--- config.mk ---
export PLATFORM = sky130hd
export DESIGN_NAME = int_to_decimal_ascii
export DESIGN_NICKNAME = d
export VERILOG_FILES = /design/src/hdl/i2da_pkg.sv /design/src/hdl/int_to_decimal_ascii.sv /design/src/hdl/i2da_front.sv /design/src/hdl/i2da_digit.sv /design/src/hdl/i2da_pack.sv /design/src/hdl/i2da_serial.sv
export SDC_FILE = /design/constraint.sdc
export NUM_CORES = 1
export LEC_CHECK = 0
export ABC_CLOCK_PERIOD_IN_PS = 8900
export BUFFER_PORTS_ARGS = -buffer_cell sky130_fd_sc_hd__buf_2
export CAP_MARGIN = 40
export CELL_PAD_IN_SITES_DETAIL_PLACEMENT = 1
export CELL_PAD_IN_SITES_GLOBAL_PLACEMENT = 2
export CORE_MARGIN = 2
export CORE_UTILIZATION = 43
export CTS_CLUSTER_DIAMETER = 50
export DETAILED_ROUTE_END_ITERATION = 7
export PLACE_DENSITY = 0.81
export RECOVER_POWER = 100
export SLEW_MARGIN = 20
export SYNTH_ARGS = -nofsm -noshare
export SYNTH_HDL_FRONTEND = slang
export SYNTH_SLANG_ARGS = --single-unit
--- constraint.sdc ---
create_clock -name clk_i -period 8.9 [get_ports clk_i]
set_input_delay 0.445 -clock clk_i [delete_from_list [all_inputs] [get_ports clk_i]]
set_output_delay 0.445 -clock clk_i [all_outputs]
set_load 0.005 [all_outputs]
--- src/hdl/i2da_pkg.sv ---
`timescale 1ns / 1ps

package i2da_pkg;

  localparam int MAX_DIGITS_DEF = 8;
  localparam int MAX_OUT        = 9;
  localparam int NUM_W          = 32;
  localparam int CHAR_W         = 7;
  localparam int DIGIT_W        = 4;
  localparam int LEN_W          = 4;

  localparam logic [LEN_W-1:0] MAX_CHARS_RST = LEN_W'(MAX_OUT);
  localparam logic [LEN_W-1:0] HUGE_LEN      = LEN_W'(5);

  localparam logic [CHAR_W-1:0] CH_ZERO  = 7'h30;
  localparam logic [CHAR_W-1:0] CH_MINUS = 7'h2D;

  typedef logic [MAX_OUT-1:0][CHAR_W-1:0] text_t;

  // Huge! from element 0 upwards, padded with NUL
  localparam text_t HUGE_TEXT = {7'h00, 7'h00, 7'h00, 7'h00,
                                 7'h21, 7'h65, 7'h67, 7'h75, 7'h48};

  typedef struct packed {
    logic neg;
    logic huge;
  } num_flags_t;

  function automatic longint unsigned pow10(input int n);
    longint unsigned r;
    r = 64'd1;
    for (int i = 0; i < n; i++) begin
      r = r * 64'd10;
    end
    return r;
  endfunction

endpackage

--- src/hdl/int_to_decimal_ascii.sv ---
`timescale 1ns / 1ps

// Converts a signed 32-bit number into its decimal text and sends it out one
// ASCII character per beat on char_code_o, marked by char_valid_o; last_o
// flags the final beat of a value and too_large_o is set on every beat of
// "Huge!", sent when the magnitude reaches 10^MAX_DIGITS. A value is taken at
// a clock edge with start_i high and busy_o low. It then passes the input
// and magnitude registers, one register per digit, the pack register and
// the serialiser, which sends its n characters (1 to 9, cut at max_chars,
// 0 acting as 1 and above 9 as 9). Successive texts follow back to back, so
// the sustained rate is set by the character serialiser; short texts let a
// new value in every cycle. The receiver
// cannot stall: each beat is valid for exactly one cycle. busy_o rises only
// when the conversion pipeline has filled up behind a long text. Write
// max_chars only while no value is in flight.

module int_to_decimal_ascii import i2da_pkg::*; #(
  parameter int MAX_DIGITS = MAX_DIGITS_DEF
) (
  input  logic                    clk_i,
  input  logic                    rst_ni,
  input  logic                    start_i,
  output logic                    busy_o,
  input  logic signed [NUM_W-1:0] number_i,
  input  logic                    max_chars_we_i,
  input  logic [LEN_W-1:0]        max_chars_i,
  output logic                    char_valid_o,
  output logic [CHAR_W-1:0]       char_code_o,
  output logic                    too_large_o,
  output logic                    last_o
);

  // magnitude width that holds any value below the threshold
  localparam int MAG_W = $clog2(pow10(MAX_DIGITS));

  logic [LEN_W-1:0] max_chars_q, limit;

  // pipeline links: index j feeds digit stage j, index MAX_DIGITS feeds pack
  logic [MAX_DIGITS:0]                st_valid, st_ready;
  num_flags_t                         st_flags  [MAX_DIGITS+1];
  logic [MAG_W-1:0]                   st_value  [MAX_DIGITS+1];
  logic [MAX_DIGITS-1:0][DIGIT_W-1:0] st_digits [MAX_DIGITS+1];

  logic             front_ready;
  logic             pk_valid, ser_ready;
  num_flags_t       pk_flags;
  text_t            pk_text;
  logic [LEN_W-1:0] pk_len;

  // character limit register
  always_ff @(posedge clk_i or negedge rst_ni) begin
    if (!rst_ni) begin
      max_chars_q <= MAX_CHARS_RST;
    end else if (max_chars_we_i) begin
      max_chars_q <= max_chars_i;
    end
  end

  // clamp the limit into one to nine characters
  always_comb begin
    if (max_chars_q == '0)                  limit = LEN_W'(1);
    else if (max_chars_q > LEN_W'(MAX_OUT)) limit = LEN_W'(MAX_OUT);
    else                                    limit = max_chars_q;
  end

  assign busy_o = !front_ready;

  // input register, then sign, magnitude and threshold test
  i2da_front #(
    .MAX_DIGITS (MAX_DIGITS),
    .MAG_W      (MAG_W)
  ) u_front (
    .clk_i       (clk_i),
    .rst_ni      (rst_ni),
    .in_valid_i  (start_i),
    .in_ready_o  (front_ready),
    .number_i    (number_i),
    .out_valid_o (st_valid[0]),
    .out_ready_i (st_ready[0]),
    .flags_o     (st_flags[0]),
    .mag_o       (st_value[0])
  );

  assign st_digits[0] = '0;

  // one decimal digit per stage, most significant first
  for (genvar j = 0; j < MAX_DIGITS; j++) begin : g_digit
    i2da_digit #(
      .MAX_DIGITS (MAX_DIGITS),
      .MAG_W      (MAG_W),
      .STAGE      (j)
    ) u_digit (
      .clk_i       (clk_i),
      .rst_ni      (rst_ni),
      .in_valid_i  (st_valid[j]),
      .in_ready_o  (st_ready[j]),
      .flags_i     (st_flags[j]),
      .value_i     (st_value[j]),
      .digits_i    (st_digits[j]),
      .out_valid_o (st_valid[j+1]),
      .out_ready_i (st_ready[j+1]),
      .flags_o     (st_flags[j+1]),
      .value_o     (st_value[j+1]),
      .digits_o    (st_digits[j+1])
    );
  end

  // drop leading zeros, add the sign, cut at the limit
  i2da_pack #(
    .MAX_DIGITS (MAX_DIGITS)
  ) u_pack (
    .clk_i       (clk_i),
    .rst_ni      (rst_ni),
    .limit_i     (limit),
    .in_valid_i  (st_valid[MAX_DIGITS]),
    .in_ready_o  (st_ready[MAX_DIGITS]),
    .flags_i     (st_flags[MAX_DIGITS]),
    .digits_i    (st_digits[MAX_DIGITS]),
    .out_valid_o (pk_valid),
    .out_ready_i (ser_ready),
    .flags_o     (pk_flags),
    .text_o      (pk_text),
    .len_o       (pk_len)
  );

  // advance one character per beat
  i2da_serial u_serial (
    .clk_i        (clk_i),
    .rst_ni       (rst_ni),
    .in_valid_i   (pk_valid),
    .in_ready_o   (ser_ready),
    .flags_i      (pk_flags),
    .text_i       (pk_text),
    .len_i        (pk_len),
    .char_valid_o (char_valid_o),
    .char_code_o  (char_code_o),
    .too_large_o  (too_large_o),
    .last_o       (last_o)
  );

endmodule

--- src/hdl/i2da_front.sv ---
`timescale 1ns / 1ps

module i2da_front import i2da_pkg::*; #(
  parameter int MAX_DIGITS = MAX_DIGITS_DEF,
  parameter int MAG_W      = 27
) (
  input  logic                    clk_i,
  input  logic                    rst_ni,
  input  logic                    in_valid_i,
  output logic                    in_ready_o,
  input  logic signed [NUM_W-1:0] number_i,
  output logic                    out_valid_o,
  input  logic                    out_ready_i,
  output num_flags_t              flags_o,
  output logic [MAG_W-1:0]        mag_o
);

  localparam logic [NUM_W-1:0] THRESH = NUM_W'(pow10(MAX_DIGITS));

  logic                    num_vld_q;
  logic signed [NUM_W-1:0] number_q;
  logic                    mag_vld_q;
  num_flags_t              flags_q, flags_d;
  logic [MAG_W-1:0]        mag_q;
  logic [NUM_W-1:0]        raw, abs_val;
  logic                    mag_ready;

  assign mag_ready  = !mag_vld_q || out_ready_i;
  assign in_ready_o = !num_vld_q || mag_ready;

  // sign and magnitude; the most negative value lands on 2^31, always huge
  always_comb begin
    raw           = number_q;
    abs_val       = raw[NUM_W-1] ? (~raw + NUM_W'(1)) : raw;
    flags_d.neg   = raw[NUM_W-1];
    flags_d.huge  = (abs_val >= THRESH);
  end

  always_ff @(posedge clk_i or negedge rst_ni) begin
    if (!rst_ni) begin
      num_vld_q <= 1'b0;
      mag_vld_q <= 1'b0;
    end else begin
      if (in_ready_o) num_vld_q <= in_valid_i;
      if (mag_ready)  mag_vld_q <= num_vld_q;
    end
  end

  always_ff @(posedge clk_i) begin
    if (in_valid_i && in_ready_o) number_q <= number_i;
    if (num_vld_q && mag_ready) begin
      flags_q <= flags_d;
      mag_q   <= abs_val[MAG_W-1:0];
    end
  end

  assign out_valid_o = mag_vld_q;
  assign flags_o     = flags_q;
  assign mag_o       = mag_q;

endmodule

--- src/hdl/i2da_digit.sv ---
`timescale 1ns / 1ps

module i2da_digit import i2da_pkg::*; #(
  parameter int MAX_DIGITS = MAX_DIGITS_DEF,
  parameter int MAG_W      = 27,
  parameter int STAGE      = 0
) (
  input  logic                                clk_i,
  input  logic                                rst_ni,
  input  logic                                in_valid_i,
  output logic                                in_ready_o,
  input  num_flags_t                          flags_i,
  input  logic [MAG_W-1:0]                    value_i,
  input  logic [MAX_DIGITS-1:0][DIGIT_W-1:0]  digits_i,
  output logic                                out_valid_o,
  input  logic                                out_ready_i,
  output num_flags_t                          flags_o,
  output logic [MAG_W-1:0]                    value_o,
  output logic [MAX_DIGITS-1:0][DIGIT_W-1:0]  digits_o
);

  localparam longint unsigned WEIGHT = pow10(MAX_DIGITS - 1 - STAGE);

  logic                               valid_q;
  num_flags_t                         flags_q;
  logic [MAG_W-1:0]                   value_q, value_d, sub;
  logic [MAX_DIGITS-1:0][DIGIT_W-1:0] digits_q, digits_d;
  logic [DIGIT_W-1:0]                 digit;

  assign in_ready_o = !valid_q || out_ready_i;

  // take the digit at this weight: largest multiple that still fits
  always_comb begin
    digit = '0;
    sub   = '0;
    for (int i = 1; i <= 9; i++) begin
      if (value_i >= MAG_W'(WEIGHT * longint'(i))) begin
        digit = DIGIT_W'(i);
        sub   = MAG_W'(WEIGHT * longint'(i));
      end
    end
    value_d         = value_i - sub;
    digits_d        = digits_i;
    digits_d[STAGE] = digit;
  end

  always_ff @(posedge clk_i or negedge rst_ni) begin
    if (!rst_ni) begin
      valid_q <= 1'b0;
    end else if (in_ready_o) begin
      valid_q <= in_valid_i;
    end
  end

  always_ff @(posedge clk_i) begin
    if (in_valid_i && in_ready_o) begin
      flags_q  <= flags_i;
      value_q  <= value_d;
      digits_q <= digits_d;
    end
  end

  assign out_valid_o = valid_q;
  assign flags_o     = flags_q;
  assign value_o     = value_q;
  assign digits_o    = digits_q;

endmodule

--- src/hdl/i2da_pack.sv ---
`timescale 1ns / 1ps

module i2da_pack import i2da_pkg::*; #(
  parameter int MAX_DIGITS = MAX_DIGITS_DEF
) (
  input  logic                                clk_i,
  input  logic                                rst_ni,
  input  logic [LEN_W-1:0]                    limit_i,
  input  logic                                in_valid_i,
  output logic                                in_ready_o,
  input  num_flags_t                          flags_i,
  input  logic [MAX_DIGITS-1:0][DIGIT_W-1:0]  digits_i,
  output logic                                out_valid_o,
  input  logic                                out_ready_i,
  output num_flags_t                          flags_o,
  output text_t                               text_o,
  output logic [LEN_W-1:0]                    len_o
);

  logic             valid_q;
  num_flags_t       flags_q;
  text_t            text_q, text_d;
  logic [LEN_W-1:0] len_q, len_d, full_len, lz, nd;
  logic             found;

  assign in_ready_o = !valid_q || out_ready_i;

  always_comb begin
    // count leading zeros, keeping at least one digit
    lz    = '0;
    found = 1'b0;
    for (int j = 0; j < MAX_DIGITS - 1; j++) begin
      if (!found) begin
        if (digits_i[j] == '0) lz = lz + LEN_W'(1);
        else                   found = 1'b1;
      end
    end
    nd = LEN_W'(MAX_DIGITS) - lz;

    for (int p = 0; p < MAX_OUT; p++) begin
      text_d[p] = '0;
      if (flags_i.neg && p == 0) begin
        text_d[p] = CH_MINUS;
      end else begin
        for (int j = 0; j < MAX_DIGITS; j++) begin
          if (int'(lz) + p - int'(flags_i.neg) == j) begin
            text_d[p] = CH_ZERO + CHAR_W'(digits_i[j]);
          end
        end
      end
    end
    if (flags_i.huge) text_d = HUGE_TEXT;

    full_len = flags_i.huge ? HUGE_LEN : (nd + LEN_W'(flags_i.neg));
    len_d    = (full_len > limit_i) ? limit_i : full_len;
  end

  always_ff @(posedge clk_i or negedge rst_ni) begin
    if (!rst_ni) begin
      valid_q <= 1'b0;
    end else if (in_ready_o) begin
      valid_q <= in_valid_i;
    end
  end

  always_ff @(posedge clk_i) begin
    if (in_valid_i && in_ready_o) begin
      flags_q <= flags_i;
      text_q  <= text_d;
      len_q   <= len_d;
    end
  end

  assign out_valid_o = valid_q;
  assign flags_o     = flags_q;
  assign text_o      = text_q;
  assign len_o       = len_q;

endmodule

--- src/hdl/i2da_serial.sv ---
`timescale 1ns / 1ps

module i2da_serial import i2da_pkg::*; (
  input  logic              clk_i,
  input  logic              rst_ni,
  input  logic              in_valid_i,
  output logic              in_ready_o,
  input  num_flags_t        flags_i,
  input  text_t             text_i,
  input  logic [LEN_W-1:0]  len_i,
  output logic              char_valid_o,
  output logic [CHAR_W-1:0] char_code_o,
  output logic              too_large_o,
  output logic              last_o
);

  logic             valid_q;
  logic [LEN_W-1:0] cnt_q;
  text_t            text_q;
  logic             huge_q;
  logic             load;

  // free again on the last beat, so the next text follows without a gap
  assign in_ready_o = !valid_q || (cnt_q == LEN_W'(1));
  assign load       = in_valid_i && in_ready_o;

  always_ff @(posedge clk_i or negedge rst_ni) begin
    if (!rst_ni) begin
      valid_q <= 1'b0;
      cnt_q   <= '0;
    end else if (load) begin
      valid_q <= 1'b1;
      cnt_q   <= len_i;
    end else if (valid_q) begin
      valid_q <= (cnt_q != LEN_W'(1));
      cnt_q   <= cnt_q - LEN_W'(1);
    end
  end

  always_ff @(posedge clk_i) begin
    if (load) begin
      text_q <= text_i;
      huge_q <= flags_i.huge;
    end else if (valid_q) begin
      text_q <= {CHAR_W'(0), text_q[MAX_OUT-1:1]};
    end
  end

  assign char_valid_o = valid_q;
  assign char_code_o  = text_q[0];
  assign too_large_o  = huge_q;
  assign last_o       = valid_q && (cnt_q == LEN_W'(1));

  a_cnt_live: assert property (@(posedge clk_i) disable iff (!rst_ni)
    valid_q |-> cnt_q != '0)
    else $error("serialiser active with empty count");

  a_stop_after_last: assert property (@(posedge clk_i) disable iff (!rst_ni)
    (last_o && !in_valid_i) |=> !char_valid_o)
    else $error("beat emitted after last without new text");

  a_run_continues: assert property (@(posedge clk_i) disable iff (!rst_ni)
    (char_valid_o && !last_o) |=> (char_valid_o && $stable(too_large_o)))
    else $error("text run broken before its last beat");

  a_no_early_load: assert property (@(posedge clk_i) disable iff (!rst_ni)
    (char_valid_o && !last_o) |-> !in_ready_o)
    else $error("serialiser ready in the middle of a run");

endmodule

==> key figures <==
STA
  – Worst rel slew slack: -1.15
  – Fmax: 0.120 GHz
  – Final setup violation count: 0
  – Setup TNS Final: 0 ns
  – Crit path time final: 8.33 ns
  – Unrepaired setup endpoints after global routing: false
  – Clock Skew: around 0.024 ns
  – Fin worst setup slack: about 0.57 ns
  – Final Hold Violating Endpoints: 0
  – Final worst path period share: 0.936
  – Worst-Margin Slew: 3.22 ns
  – Slew Limit Fails: 662

Status
  – Failing checks: max-capacitance violations, max-slew violations
  – Outcome: finished with violations

Detailed routing
  – DR vias/cell: approximately 5.7
  – DR pass1 iterations: 5
  – Vias: approximately 22,000
  – DRC viols: 0
  – Routed Wire Length: 78,100 um
  – Drt wl/cell: approximately 20 um
  – Starting DRT DRC Count: about 1,200
  – Final ANT Viol Nets: 0

Worst setup path
  – CP Class: register to register
  – CP max stage cell: or4_1
  – Worst-path fanout max: 13
  – Worst R2R Start: g_digit[7].u_digit.digits_o[5]
  – Reg-to-reg endpoint: u_pack.text_o[50]
  – Crit path DAT: between 8 and 9 ns
  – Worst setup SP type: register
  – Cells on worst reg2reg path: 31
  – Worst EP required: 9.27 ns
  – Most used cell, CP: ha_1
  – CP peak stage delay: between 0.6 and 0.7 ns
  – Crit end category: register
  – Worst reg2reg setup slack: approximately 0.57 ns

Synthesis
  – Mapped Cells: between 2,000 and 3,000
  – Seq cells post-synth: 540
  – Netlist cell types: 95
  – Synthesized-area fraction occupied by and/or/nand/nor cells: 0.169
  – Top cell type's share of synthesized area: 0.515
  – Mean post-synth cell area: 10.9 um2
  – Register area share after synthesis: 0.532
  – Largest cells by area after synthesis: edfxtp_1 52%, ha_1 5.3%, nand2_1 4.3%
  – EDFF count, synth: 520
  – Complex-gate fraction of the synthesized area: 0.133
  – Portion of netlist area occupied by mux cells: 0.0276
  – Yosys warnings: 0
  – Xor and xnor area share after synthesis: 0.0502
  – Dominant synthesized flop cell: edfxtp_1
  – Area leader, netlist: edfxtp_1
  – Top-count cell post-synth: edfxtp_1
  – Synthesized Nets: 2,956
  – Leading cell types by count after synthesis: 520 x edfxtp_1, 351 x nand2_1, 202 x nor2_1, 158 x a21oi_1, 129 x ha_1
  – Cell Area, Synth: 30,300 um2
  – Async SR Flop Fraction: 0.0370
  – Adder-cell area share of the yosys netlist: 0.0586
  – Largest family of logic cells by synthesized area: simple AND/OR/NAND/NOR gates

Placed design
  – GPL Wtd Cong: 0.898
  – Detailed Place HPWL: roughly 56,000 um
  – I/O Buffers: 50
  – Dpl ws: 0.584 ns

Min path
  – Worst Hold End: max_chars_q[3]
  – Worst Hold Launch: max_chars_i[3]
  – Worst hold path type: input pin to register
  – Hold depth: 3

GRT
  – Vias in the first global route: between 20,000 and 25,000
  – Largest net degree at the start of global routing: 60
  – GRT Total Usage: 0.213
  – Global-route wire length before repair: about 130,000 um
  – Initial antenna violation count: 1
  – GRT overflow: 0

Power and ir drop
  – Pwr/cell area: roughly 250 nW/um2
  – Leak: 12.2 nW
  – Peak supply drop: 0.000166 V

Clock network
  – Root Driver: clkbuf_16
  – CTS Sinks: between 500 and 600
  – Post-CTS setup buffers: 0
  – CTS max path bufs: 3
  – Num CTS Buffers: 74
  – CTS H-tree lvls: 3
  – Clk slew on worst S/H paths: around 0.05 ns
  – CTS tree: built
  – Clk_lat worst skew: 0.62 ns

Floorplanning
  – Die X: ~270 um
  – Core ar.: approximately 70,000 um2
  – Initial Util: 0.433
  – Ports: 51
  – Die Area: around 73,000 um2
  – Row count: a little under 100
  – Chip Height: approximately 270 um

Layout
  – Footprint of the multi-input gates: ~13,000 um2
  – Ant. Diodes: 0
  – FF/Latch Area: between 15,000 and 20,000 um2
  – Area Growth Syn to Fin: 13.1%
  – Share of layout cells above drive strength 1: 0.0862
  – Fillers: about 7,500
  – Final nets: 3,031

Run
  – Max_cap viols: 15
[layer usage]
layer / vias up / wire length, um / track usage / part of all wire
li1: 10515 / - / - / -
met1: 10923 / 34400 / 0.276 / 0.44
met2: 455 / 38400 / 0.367 / 0.49
met3: 153 / 3020 / 0.0314 / 0.039
met4: 0 / 2250 / 0.0687 / 0.029
met5: - / 0 / 0 / 0
[critical path, delay by kind of cell (launching register included)]
family	cells	cell delay [ns]
and+or+nand+nor	12	2.87
xor gates and xnor gates	1	0.16
AOI/OAI and AO/OA	7	2.16
buffers and inverters	4	0.60
DFF	1	0.48
adders and majority gates	6	1.64
muxes	1	0.15
[cell usage in the layout (no fill, tap or decap), drive strengths merged, types with 21 or more instances in the layout]
cell type	instances
and2	37
ha	129
or2	24
nor3	84
clkbuf	118
or4	28
nor2	202
dlygate4sd3	34
xor2	61
nand2b	50
clkinv	24
o21a	37
nor2b	50
edfxtp	520
a21o	27
mux2i	25
or3	23
nand4	21
inv	124
buf	44
xnor2	107
nand2	352
a21oi	158
nor4	52
a31oi	22
o31ai	25
a21boi	30
o21ai	129
nand3	64
[through the flow]
stage	std cells	area (um2)	hold slack (ns)	power (W)	utilization
6_report	3853	34300	0.0491	0.00855	0.490
5_1_grt	3853	34300	0.0378	0.00898	0.490
4_1_cts	3850	34300	0.0193	0.00862	0.491
3_5_place_dp	3682	31500	0.406	0.00556	0.450
3_3_place_gp	3678	31400	0.401	0.00547	0.450
2_1_floorplan	2780	30300	0.149	0.00497	-
[state kept, by name, summed over array words and instances, names as in the netlist, 2 cells and up]
register                     flops
g_digit.u_digit.value_o        189
u_front.number_q                32
u_serial.text_q                 47
u_pack.text_o                   50
g_digit.u_digit.digits_o       144
u_pack.len_o                     4
g_digit.u_digit.out_valid_o      8
u_front.flags_o                  2
g_digit.u_digit.flags_o         16
u_serial.char_code_o             7
max_chars_q                      4
u_front.mag_o                   27
u_serial.cnt_q                   4
[worst max-delay path by stage]
stage	from	to	slack [ns]	cells after the start
after floorplan	g_digit[7].u_digit.digits_o[1]	u_pack.text_o[49]	1.77	31
after global placement	g_digit[7].u_digit.digits_o[5]	u_pack.text_o[49]	1.05	31
after detailed placement	g_digit[7].u_digit.digits_o[5]	u_pack.text_o[50]	0.58	31
after CTS	g_digit[7].u_digit.digits_o[5]	u_pack.text_o[50]	0.51	31
after global routing	g_digit[7].u_digit.digits_o[5]	u_pack.text_o[50]	0.07	31
final	g_digit[7].u_digit.digits_o[5]	u_pack.text_o[50]	0.57	31
[cell type report]
type / count / share of cell area
timing repair buffer: 111 / 0.0209
multi-input combinational: 2014 / 0.388
clock inverter: 48 / 0.0172
tap: 940 / 0.0343
inverter: 114 / 0.0127
clock buffer: 86 / 0.0566
sequential: 540 / 0.470
[where the power goes]
part / total, W / internal [W] / switching [W]
Clock: 0.00302 / 0.00185 / 0.00117
Sequential: 0.00380 / 0.00344 / 0.000365
Combinational: 0.00173 / 0.000654 / 0.00108
Total: 0.00855 / 0.00595 / 0.00261
[cell families after synthesis]
kind of cell,after synthesis
XOR/XNOR,169
buffers and inverters,226
AND/OR/NAND/NOR,1045
flip-flops,540
adder cells (fa/ha/maj),138
AO/OA/AOI/OAI,605
multiplexers,57
[repair_timing]
action	in CTS	in global routing
resized for setup	0	1
setup endpoints to repair	0	3
hold endpoints to repair	51	0
hold buffers	34	0
(Power assumes the default switching activity.)
